[src/sv/pcd_pkg.sv]
// Shared types, constants and codes for the pushbuffer command decoder.
package pcd_pkg;

	localparam int WORD_W  = 32;
	localparam int METH_W  = 11;
	localparam int SUBCH_W = 3;
	localparam int COUNT_W = 11;
	localparam int ERR_W   = 3;

	// Output beat packing
	localparam int OUT_FIELDS_W = WORD_W + METH_W + SUBCH_W + 1 + WORD_W + COUNT_W + ERR_W;
	localparam int OUT_TDATA_W  = ((OUT_FIELDS_W + 7) / 8) * 8;
	localparam int OUT_PAD_W    = OUT_TDATA_W - OUT_FIELDS_W;

	// Configuration register indexes
	localparam int CFG_IDX_W = 1;
	localparam logic [CFG_IDX_W-1:0] CFG_START_ADDRESS = 1'b0;
	localparam logic [CFG_IDX_W-1:0] CFG_FETCH_LIMIT   = 1'b1;

	localparam logic [WORD_W-1:0] START_ADDRESS_RST = 32'h0000_0000;
	localparam logic [WORD_W-1:0] FETCH_LIMIT_RST   = 32'hffff_ffff;

	// Header decode masks and patterns
	localparam logic [WORD_W-1:0] OLD_JUMP_MASK = 32'he000_0003;
	localparam logic [WORD_W-1:0] OLD_JUMP_PAT  = 32'h2000_0000;
	localparam logic [WORD_W-1:0] OLD_JUMP_ADDR = 32'h1fff_ffff;
	localparam logic [WORD_W-1:0] ALIGN_MASK    = 32'hffff_fffc;
	localparam logic [WORD_W-1:0] RETURN_WORD   = 32'h0002_0000;
	localparam logic [WORD_W-1:0] METHOD_MASK   = 32'he003_0003;
	localparam logic [WORD_W-1:0] INC_PAT       = 32'h0000_0000;
	localparam logic [WORD_W-1:0] NONINC_PAT    = 32'h4000_0000;
	localparam logic [1:0]        TAG_JUMP      = 2'd1;
	localparam logic [1:0]        TAG_CALL      = 2'd2;
	localparam logic [WORD_W-1:0] FETCH_STEP    = 32'd4;

	typedef enum logic [ERR_W-1:0] {
		ERR_NONE       = 3'd0,
		ERR_PROTECTION = 3'd1,
		ERR_NESTED     = 3'd2,
		ERR_NO_CALL    = 3'd3,
		ERR_RESERVED   = 3'd4
	} err_t;

	typedef enum logic [2:0] {
		HDR_OLD_JUMP,
		HDR_JUMP,
		HDR_CALL,
		HDR_RETURN,
		HDR_INC,
		HDR_NONINC,
		HDR_RESERVED
	} hdr_kind_t;

	typedef struct packed {
		logic [WORD_W-1:0]  next_fetch_address;
		logic               method_valid;
		logic [METH_W-1:0]  method_word_address;
		logic [SUBCH_W-1:0] subch_id;
		logic               non_incrementing;
		logic [WORD_W-1:0]  method_data;
		logic [COUNT_W-1:0] data_count;
		err_t               error_code;
	} pcd_result_t;

endpackage

[src/sv/pcd_in_stage.sv]
// Input register for command words, advanced when the result register can load.
module pcd_in_stage (
	input  logic                        clk,
	input  logic                        arst_n,
	input  logic                        s_tvalid,
	output logic                        s_tready,
	input  logic [pcd_pkg::WORD_W-1:0]  s_tdata,   // [31:0] command_word
	input  logic                        out_can_load,
	output logic                        step,
	output logic [pcd_pkg::WORD_W-1:0]  word_s1
);
	import pcd_pkg::*;

	logic valid_s1;

	// A held word moves on whenever the result side has room
	assign step     = valid_s1 && out_can_load;
	assign s_tready = !valid_s1 || out_can_load;

	always_ff @(posedge clk or negedge arst_n) begin
		if (!arst_n) begin
			valid_s1 <= 1'b0;
		end else if (s_tready) begin
			valid_s1 <= s_tvalid;
		end
	end

	// Payload: no reset needed
	always_ff @(posedge clk) begin
		if (s_tvalid && s_tready) begin
			word_s1 <= s_tdata;
		end
	end

endmodule

[src/sv/pcd_decode_core.sv]
// Decoder state, configuration registers and the per-word decode logic.
module pcd_decode_core (
	input  logic                          clk,
	input  logic                          arst_n,
	input  logic                          cfg_valid,
	output logic                          cfg_ready,
	input  logic [pcd_pkg::CFG_IDX_W-1:0] cfg_index,
	input  logic [pcd_pkg::WORD_W-1:0]    cfg_data,
	input  logic                          step,
	input  logic [pcd_pkg::WORD_W-1:0]    word_s1,
	output pcd_pkg::pcd_result_t          result
);
	import pcd_pkg::*;

	logic [WORD_W-1:0]  limit_q;
	logic [WORD_W-1:0]  fetch_q, fetch_d;
	logic [METH_W-1:0]  method_q, method_d;
	logic [SUBCH_W-1:0] subch_q, subch_d;
	logic [COUNT_W-1:0] remain_q, remain_d;
	logic               inc_q, inc_d;
	logic [WORD_W-1:0]  ret_q, ret_d;
	logic               in_sub_q, in_sub_d;
	logic [COUNT_W-1:0] count_q, count_d;
	err_t               err_q, err_d;
	hdr_kind_t          kind;
	logic [WORD_W-1:0]  fetch_inc;
	logic               cfg_fire;

	assign cfg_ready = 1'b1;
	assign cfg_fire  = cfg_valid && cfg_ready;
	assign fetch_inc = fetch_q + FETCH_STEP;

	// Header classification, in priority order
	always_comb begin
		if ((word_s1 & OLD_JUMP_MASK) == OLD_JUMP_PAT) begin
			kind = HDR_OLD_JUMP;
		end else if (word_s1[1:0] == TAG_JUMP) begin
			kind = HDR_JUMP;
		end else if (word_s1[1:0] == TAG_CALL) begin
			kind = HDR_CALL;
		end else if (word_s1 == RETURN_WORD) begin
			kind = HDR_RETURN;
		end else if ((word_s1 & METHOD_MASK) == INC_PAT) begin
			kind = HDR_INC;
		end else if ((word_s1 & METHOD_MASK) == NONINC_PAT) begin
			kind = HDR_NONINC;
		end else begin
			kind = HDR_RESERVED;
		end
	end

	// Next state and result for the word in the input register
	always_comb begin
		fetch_d  = fetch_q;
		method_d = method_q;
		subch_d  = subch_q;
		remain_d = remain_q;
		inc_d    = inc_q;
		ret_d    = ret_q;
		in_sub_d = in_sub_q;
		count_d  = count_q;
		err_d    = err_q;

		result.method_valid        = 1'b0;
		result.method_word_address = '0;
		result.subch_id            = '0;
		result.non_incrementing    = 1'b0;
		result.method_data         = '0;

		if (err_q == ERR_NONE) begin
			if (fetch_q >= limit_q) begin
				err_d = ERR_PROTECTION;
			end else if (remain_q != '0) begin
				// Data word of an open run
				result.method_valid        = 1'b1;
				result.method_word_address = method_q;
				result.subch_id            = subch_q;
				result.non_incrementing    = !inc_q;
				result.method_data         = word_s1;
				if (inc_q) begin
					method_d = method_q + METH_W'(1);
				end
				remain_d = remain_q - COUNT_W'(1);
				count_d  = count_q + COUNT_W'(1);
				fetch_d  = fetch_inc;
			end else begin
				unique case (kind) inside
					HDR_OLD_JUMP: fetch_d = word_s1 & OLD_JUMP_ADDR;
					HDR_JUMP:     fetch_d = word_s1 & ALIGN_MASK;
					HDR_CALL: begin
						if (in_sub_q) begin
							err_d = ERR_NESTED;
						end else begin
							ret_d    = fetch_inc;
							in_sub_d = 1'b1;
							fetch_d  = word_s1 & ALIGN_MASK;
						end
					end
					HDR_RETURN: begin
						if (!in_sub_q) begin
							err_d   = ERR_NO_CALL;
							fetch_d = fetch_inc;
						end else begin
							fetch_d  = ret_q & ALIGN_MASK;
							in_sub_d = 1'b0;
						end
					end
					HDR_INC, HDR_NONINC: begin
						method_d = word_s1[12:2];
						subch_d  = word_s1[15:13];
						remain_d = word_s1[28:18];
						inc_d    = (kind == HDR_INC);
						count_d  = '0;
						fetch_d  = fetch_inc;
					end
					default: begin
						err_d   = ERR_RESERVED;
						fetch_d = fetch_inc;
					end
				endcase
			end
		end

		result.next_fetch_address = fetch_d;
		result.data_count         = count_d;
		result.error_code         = err_d;
	end

	// Configuration and decoder state
	always_ff @(posedge clk or negedge arst_n) begin
		if (!arst_n) begin
			limit_q  <= FETCH_LIMIT_RST;
			fetch_q  <= START_ADDRESS_RST;
			method_q <= '0;
			subch_q  <= '0;
			remain_q <= '0;
			inc_q    <= 1'b0;
			ret_q    <= '0;
			in_sub_q <= 1'b0;
			count_q  <= '0;
			err_q    <= ERR_NONE;
		end else if (cfg_fire) begin
			unique case (cfg_index)
				CFG_START_ADDRESS: fetch_q <= cfg_data;
				CFG_FETCH_LIMIT:   limit_q <= cfg_data;
				default: ;
			endcase
		end else if (step) begin
			fetch_q  <= fetch_d;
			method_q <= method_d;
			subch_q  <= subch_d;
			remain_q <= remain_d;
			inc_q    <= inc_d;
			ret_q    <= ret_d;
			in_sub_q <= in_sub_d;
			count_q  <= count_d;
			err_q    <= err_d;
		end
	end

	// A latched error freezes the fetch pointer and the error itself
	a_err_sticky: assert property (@(posedge clk) disable iff (!arst_n)
		(err_q != ERR_NONE && !cfg_fire) |=> (err_q == $past(err_q)))
		else $error("latched error changed");

	a_err_freezes_fetch: assert property (@(posedge clk) disable iff (!arst_n)
		(step && err_q != ERR_NONE && !cfg_fire) |=> (fetch_q == $past(fetch_q)))
		else $error("fetch moved after error");

	// A method entry only comes from an open run and uses one count
	a_run_countdown: assert property (@(posedge clk) disable iff (!arst_n)
		(step && result.method_valid && !cfg_fire)
			|=> (remain_q == $past(remain_q) - COUNT_W'(1)))
		else $error("run count not decremented");

	a_entry_needs_run: assert property (@(posedge clk) disable iff (!arst_n)
		result.method_valid |-> (remain_q != '0 && err_q == ERR_NONE))
		else $error("method entry outside a run");

endmodule

[src/sv/pcd_out_stage.sv]
// Result register feeding the master-side stream.
module pcd_out_stage (
	input  logic                              clk,
	input  logic                              arst_n,
	input  logic                              step,
	input  pcd_pkg::pcd_result_t              result,
	output logic                              out_can_load,
	output logic                              m_tvalid,
	input  logic                              m_tready,
	// [31:0] next_fetch_address, [42:32] method_word_address,
	// [45:43] subch_id, [46] non_incrementing, [78:47] method_data,
	// [89:79] data_count, [92:90] error_code, [95:93] zero
	output logic [pcd_pkg::OUT_TDATA_W-1:0]  m_tdata,
	output logic                              m_tuser     // [0] method_valid
);
	import pcd_pkg::*;

	pcd_result_t res_s2;

	assign out_can_load = !m_tvalid || m_tready;

	always_ff @(posedge clk or negedge arst_n) begin
		if (!arst_n) begin
			m_tvalid <= 1'b0;
		end else if (out_can_load) begin
			m_tvalid <= step;
		end
	end

	always_ff @(posedge clk) begin
		if (step) begin
			res_s2 <= result;
		end
	end

	// Pack the beat, first field lowest
	assign m_tdata = {{OUT_PAD_W{1'b0}},
	                  res_s2.error_code,
	                  res_s2.data_count,
	                  res_s2.method_data,
	                  res_s2.non_incrementing,
	                  res_s2.subch_id,
	                  res_s2.method_word_address,
	                  res_s2.next_fetch_address};
	assign m_tuser = res_s2.method_valid;

endmodule

[src/sv/pushbuffer_command_decoder_unit.sv]
// Pushbuffer command decoder: one command word in, one result beat out.
// An accepted word passes the input register, then the result register;
// decode sits between them in a single pass, which also closes the state loop.
// Throughput: one word per cycle unless m_tready stalls the result register.
// Reset (arst_n low): fetch pointer to start address 0, limit all ones, no run,
// no subroutine, no error, both stream registers empty.
module pushbuffer_command_decoder_unit (
	input  logic                              clk,
	input  logic                              arst_n,
	input  logic                              s_tvalid,
	output logic                              s_tready,
	input  logic [pcd_pkg::WORD_W-1:0]        s_tdata,    // [31:0] command_word
	output logic                              m_tvalid,
	input  logic                              m_tready,
	// [31:0] next_fetch_address, [42:32] method_word_address,
	// [45:43] subch_id, [46] non_incrementing, [78:47] method_data,
	// [89:79] data_count, [92:90] error_code, [95:93] zero
	output logic [pcd_pkg::OUT_TDATA_W-1:0]   m_tdata,
	output logic                              m_tuser,    // [0] method_valid
	input  logic                              cfg_valid,
	output logic                              cfg_ready,
	input  logic [pcd_pkg::CFG_IDX_W-1:0]     cfg_index,
	input  logic [pcd_pkg::WORD_W-1:0]        cfg_data
);
	import pcd_pkg::*;

	logic              step;
	logic              out_can_load;
	logic [WORD_W-1:0] word_s1;
	pcd_result_t       result;

	pcd_in_stage u_in (
		.clk          (clk),
		.arst_n       (arst_n),
		.s_tvalid     (s_tvalid),
		.s_tready     (s_tready),
		.s_tdata      (s_tdata),
		.out_can_load (out_can_load),
		.step         (step),
		.word_s1      (word_s1)
	);

	pcd_decode_core u_core (
		.clk       (clk),
		.arst_n    (arst_n),
		.cfg_valid (cfg_valid),
		.cfg_ready (cfg_ready),
		.cfg_index (cfg_index),
		.cfg_data  (cfg_data),
		.step      (step),
		.word_s1   (word_s1),
		.result    (result)
	);

	pcd_out_stage u_out (
		.clk          (clk),
		.arst_n       (arst_n),
		.step         (step),
		.result       (result),
		.out_can_load (out_can_load),
		.m_tvalid     (m_tvalid),
		.m_tready     (m_tready),
		.m_tdata      (m_tdata),
		.m_tuser      (m_tuser)
	);

endmodule
[config.mk]
export PLATFORM = sky130hd
export DESIGN_NAME = pushbuffer_command_decoder_unit
export DESIGN_NICKNAME = d
export VERILOG_FILES = /design/src/sv/pcd_pkg.sv /design/src/sv/pcd_in_stage.sv /design/src/sv/pcd_decode_core.sv /design/src/sv/pcd_out_stage.sv /design/src/sv/pushbuffer_command_decoder_unit.sv
export SDC_FILE = /design/constraint.sdc
export NUM_CORES = 1
export LEC_CHECK = 0
export ABC_AREA = 1
export BUFFER_PORTS_ARGS = -buffer_cell sky130_fd_sc_hd__buf_2
export CAP_MARGIN = 40
export CELL_PAD_IN_SITES_DETAIL_PLACEMENT = 0
export CELL_PAD_IN_SITES_GLOBAL_PLACEMENT = 1
export CORE_AREA = 10 10 187 189
export DETAILED_ROUTE_END_ITERATION = 8
export DIE_AREA = 0 0 197 199
export PLACE_DENSITY = 0.9
export SETUP_SLACK_MARGIN = 0.3
export SYNTH_ARGS = -nofsm -noshare
export SYNTH_HDL_FRONTEND = slang
export SYNTH_HIERARCHICAL = 1
export SYNTH_SLANG_ARGS = --single-unit
[constraint.sdc]
create_clock -name clk -period 8.2 [get_ports clk]
set_clock_uncertainty 0.05 [all_clocks]
set_input_delay 1.23 -clock clk [delete_from_list [all_inputs] [get_ports clk]]
set_output_delay 1.23 -clock clk [all_outputs]
set_load 0.01 [all_outputs]
# After elaboration in Yosys (flattened, before gate mapping)
# Index checks and enable logic that the tools add are counted.
[word_totals] reg_bits=265 latchBits=0 mem_bits_rw=0 romBits=0 inputBits=70 out_inout_bits=100 wordCells=101 mem_count=0
[op_classes] addsub=4 mul=0 div=0 n_lt_le_gt_ge=1 eq_ne=12 shift=0 mux=32 bitwise=5 reduce_logical=26
[ops] op="two-way mux 32 bit" n=8
[ops] op="case mux 32 bit (4 select lines)" n=1
[ops] op="two-way mux 11 bit" n=9
[ops] op="two-way mux 48 bit" n=1
[ops] op="adder 32 x 3 -> 32 bit (second input constant)" n=1
[ops] op="== test 32 x 18 -> 1 bit (second input constant)" n=1
[ops] op="greater-or-equal comparator 32 bit" n=1
[ops] op="zero test 32 bit" n=1
[ops] op="two-way mux 3 bit" n=10
[ops] op="adder 11 x 1 -> 11 bit (second input constant)" n=2
[ops] op="AND reduction 6 bit" n=3
[ops] op="nonzero test 11 bit" n=1
[ops] op="subtractor 11 x 1 -> 11 bit (second input constant)" n=1
[ops] op="case mux 3 bit (3 select lines)" n=1
[ops] op="== test 7 x 6 -> 1 bit (second input constant)" n=1
[ops] op="AND reduction 7 bit" n=1
[ops] op="== test 3 x 2 -> 1 bit (second input constant)" n=2
[ops] op="== test 3 bit (second input constant)" n=2
[ops] op="zero test 3 bit" n=2
[ops] op="AND reduction 2 bit" n=3
[ops] op="nonzero test 2 bit" n=3
[ops] op="== test 5 x 3 -> 1 bit (second input constant)" n=1
[ops] op="inverter 1 bit" n=5
[ops] op="AND reduction 5 bit" n=1
[ops] op="13 further kinds" n=18

# Depth between registers and ports, before layout
[logic_depth] depth_word=14 mapped_depth=20 mapped_depth_nobuf=19

# Cells and area by module
# The synthesis kept the hierarchy.
[modules_own_cells] module="pcd_decode_core" instances=1 cells_per_inst=1678 area_each_um2=10649.0 seq_area_each_um2=3418.3
[modules_own_cells] module="pcd_out_stage" instances=1 cells_per_inst=103 area_each_um2=2894.0 seq_area_each_um2=2847.7
[modules_own_cells] module="pcd_in_stage" instances=1 cells_per_inst=40 area_each_um2=1013.5 seq_area_each_um2=985.9

# Least setup slack after synthesis
# Ideal clock, no wire load.
[synth_timing] path_type="input-to-reg" from="input port m_tready" to="register u_core.fetch_q[12]" setup_ns=0.066 t_arrival_ns=4.484 required_time_ns=8.084 path_slack_ns=3.600 stages=10 path_buffers=1 path_cell_list="inv_1 > nand2_2 > nand2_1 > inv_1 > o21ai_1 > inv_1 > clkbuf_1 > o21ai_0 > o21bai_1 > nand2_1"
[synth_between] elab_chain_cells=4
[synth_lines] element="start: declaration" line_no="pushbuffer_command_decoder_unit.sv:14" rtl="input logic m_tready,"
[synth_lines] element="logical OR 1 bit" line_no="pcd_out_stage.sv:20" rtl="assign out_can_load = !m_tvalid || m_tready;"
[synth_lines] element="net out_can_load" line_no="pushbuffer_command_decoder_unit.sv:28" rtl="logic out_can_load;"
[synth_lines] element="logical AND 1 bit" line_no="pcd_in_stage.sv:17" rtl="assign step = valid_s1 && out_can_load;"
[synth_lines] element="net step" line_no="pushbuffer_command_decoder_unit.sv:27" rtl="logic step;"
[synth_lines] element="nonzero test 2 bit (no line)"
[synth_lines] element="AND reduction 2 bit (no line)"
[synth_lines] element="end signal: assignment" line_no="pcd_decode_core.sv:144" rtl="CFG_START_ADDRESS: fetch_q <= cfg_data;"
[synth_lines] element="end signal: assignment" line_no="pcd_decode_core.sv:149" rtl="fetch_q <= fetch_d;"
[synth_lines] element="end: declaration" line_no="pcd_decode_core.sv:16" rtl="logic [WORD_W-1:0] fetch_q, fetch_d;"
# The timed path passes the listed nets, and every way through them passes these cells.
# A chain may end at the register's enable or synchronous reset.

==> results.md <==
* Synth Area in Compound Gates at 0.1038
* Relative slew slack at 0.4515
* Final Setup Violations at 0
* Cell taking the most area after synthesis: edfxtp_1
* Critical-path cell list: inv_1 -> nor2_1 -> inv_1 -> nand2_2 -> inv_2 -> nand3_4 -> nand2_4 -> clkinv_2 -> nor2_1 -> nor2_1 -> nand2_1 -> nand2_1
* Tot Pwr at 3.708 mW
* Synth Area in Simple Gates at 0.2678
* DRT iter0 DRCs at 1111
* Total iterations of the first detailed-routing run at 6
* Critical path capture point type: register
* Routing usage on met2 at 0.3488
* Peak supply drop at 171.4 uV
* Area growth, synth to finish at 15.00%
* Worst min path class: register to register
* Fmax at 297.0 MHz
* Synth Area in Adders at 0.03094
* GP Congestion at 0.9396
* Die height at 199 um
* Post-Syn Area at 14560 um^2
* Clock tree from TritonCTS: done
* # rows at 65
* Die area at 39200 um^2
* XOR/XNOR Fraction of Synth Area at 0.01685
* Status: finished clean
* Syn Area/Cell at 7.994 um^2
* Min Hold Slack at 0.4316 ns
* Final design utilization at 0.5360
* Congestion Overflow GR at 0
* Vias in the first global route at 12290
* WS Path Type: register to register
* Post-route DRC violation count at 0
* Final setup TNS at 0 ns
* Die width at 197 um
* Routed vias at 12680
* Met3 GRT Util at 0.03430
* Wire per inst at 18.50 um
* Minimum clock period at 3.367 ns
* Yosys Warn Count at 6
* DP HPWL at 32.02 mm
* Wirelength, routed at 44.06 mm
* Worst-Margin Slew at 0.8227 ns
* Lkg Pwr at 7.929 nW
* Cell Pwr Density at 221.5 nW/um^2
* Slowest cell on the critical path: edfxtp_1
* Synth top area cells: edfxtp_1, dfrtp_1, nand2_1
* Netlist cell types at 54
* IO buf count at 165
* Max-cap viol count at 0
* # clock sinks at 263
* Post-cts sizing count at 0
* Post-CTS setup buffer count at 0
* Largest net degree at the start of global routing at 73
* Slew Viols, Final at 0
* Worst-path clk slew at 0.06 ns
* Clock tree buffer depth at 3
* Gr usage total at 0.2224
* Antenna diode count at 0
* Via density at 5.324
* Cts bufs inserted at 30
* Multi-input logic area at 6150 um^2
* Grt peak-use layer: met2
* Post-layout net count at 2062
* Register area at 7253 um^2
* Initial core utilization at 0.4661
* Share of the synthesized area in the top cell type at 0.2599
* Critical Path RT at 8.44 ns
* H-Tree Depth at 1
* RSZ-0062 raised after global routing: false
* Seq/Total Area, Yosys at 0.4982
* Core area at 31230 um^2
* Clk_lat worst skew at 0.58 ns
* Most Frequent Cell on Critical Path: nor2_1
* Final Hold Fails at 0
* Arr. time, crit path at 3.60 ns
* #FFs+latches synth at 263
* Initial antenna violation count at 1
* Hold-fix buffers at CTS at 0
* Crit-path max FO at 25
* Mux cell area share after synthesis at 0.0007736
* Clock Tree Root: clkbuf_16
* Largest family of logic cells by synthesized area: simple AND/OR/NAND/NOR gates
* Met1 usage at 0.3141
* Final worst path period share at 0.4106
* Antenna Nets Post-Route at 0
* First-pass GRT wire length at 69.28 mm
* # fillers at 2975
* Synth Instances at 1821
* Critical Path Max Stage Delay at 0.46 ns
* Crit path launch type: register
* Share of post-route cells with drive strength above 1 at 0.1581
* Io pins at 170
==> cell type report <==
cell class              count  area share
flip-flops and latches    263      0.4333
multi-input cells        1275      0.3674
repair buffers            180     0.06077
clock buffers              33     0.04672
inverters                 206     0.04649
well taps                 402     0.03005
clock inverters            23     0.01532
==> state kept, by name (all words and copies together), names as in the netlist, 3 cells and up <==
signal	cells
u_out/m_tdata	93
u_core/err_q	3
u_in/word_s1	32
u_core/count_q	11
u_core/ret_q	30
u_core/fetch_q	32
u_core/subch_q	3
u_core/limit_q	32
u_core/remain_q	11
u_core/method_q	11
==> metrics by stage <==
step	setup WS [ns]	instances	instance area [um^2]
CTS	4.897	2382	16740
global route	4.597	2382	16740
floorplan	3.600	1823	14560
detailed placement	4.392	2326	15700
finish	4.833	2382	16740
global placement	4.478	2322	15600
==> logic make-up (layout without fill, tap and decap cells) <==
logic type | after synthesis | after routing
muxes | 1 | 1
adders and majority gates | 36 | 36
other | 2 | 4
xor gates and xnor gates | 28 | 28
buffers and inverters | 285 | 442
and+or+nand+nor | 933 | 933
DFF | 263 | 263
AOI/OAI and AO/OA | 273 | 273
==> critical path, delay by kind of cell, from the launching register on <==
family / cells / cell delay, ns
buffers and inverters: 4 / 0.87
DFF: 1 / 0.46
and+or+nand+nor: 8 / 1.69
==> worst paths after layout <==
path / start / end / slack (ns) / depth (start not counted)
max: u_in/word_s1[0] / u_out/m_tdata[28] / 4.83 / 12
min: u_core/ret_q[16] / u_core/ret_q[16] / 0.43 / 2
max reg2reg: u_in/word_s1[0] / u_out/m_tdata[28] / 4.83 / 12
min reg2reg: u_core/ret_q[16] / u_core/ret_q[16] / 0.43 / 2
max in group asynchronous: arst_n / u_core/remain_q[8] / 6.41 / 3
min in group asynchronous: arst_n / u_core/fetch_q[2] / 0.64 / 1
==> power breakdown <==
group | switching, mW | internal (mW)
clock | 0.569 | 0.819
combinational | 0.429 | 0.223
sequential | 0.122 | 1.55
total | 1.12 | 2.59
==> cell usage in the layout, fill, tap and decap left out, drive strengths merged, types with 36 or more instances in the layout <==
master	netlist	layout
nor2	211	211
a21oi	74	74
inv	202	203
dfrtp	105	105
buf	50	180
nand2	544	544
nand3	127	127
ha	36	36
o21ai	143	143
edfxtp	126	126
==> Yosys cell counts, drive strengths merged <==
master / number
a211oi: 18
a21boi: 1
a21o: 2
a21oi: 74
a31oi: 2
a32oi: 3
and2: 7
and2b: 1
buf: 50
clkbuf: 29
clkinv: 4
conb: 2
dfrtp: 105
dfstp: 32
edfxtp: 126
ha: 36
inv: 202
mux2: 1
nand2: 544
nand3: 127
nand3b: 1
nand4: 12
nor2: 211
nor2b: 1
nor3: 17
nor3b: 1
nor4: 1
o211ai: 23
o21a: 3
o21ai: 143
o21bai: 1
o22ai: 3
or2: 10
xnor2: 1
xor2: 27
==> routing by layer <==
layer  share of wire  vias up
li1                -     6190
met1            0.46     5976
met2            0.45      454
met3           0.076       61
met4           0.020        0
met5               0        -
Power figures use the tool's default switching activity.
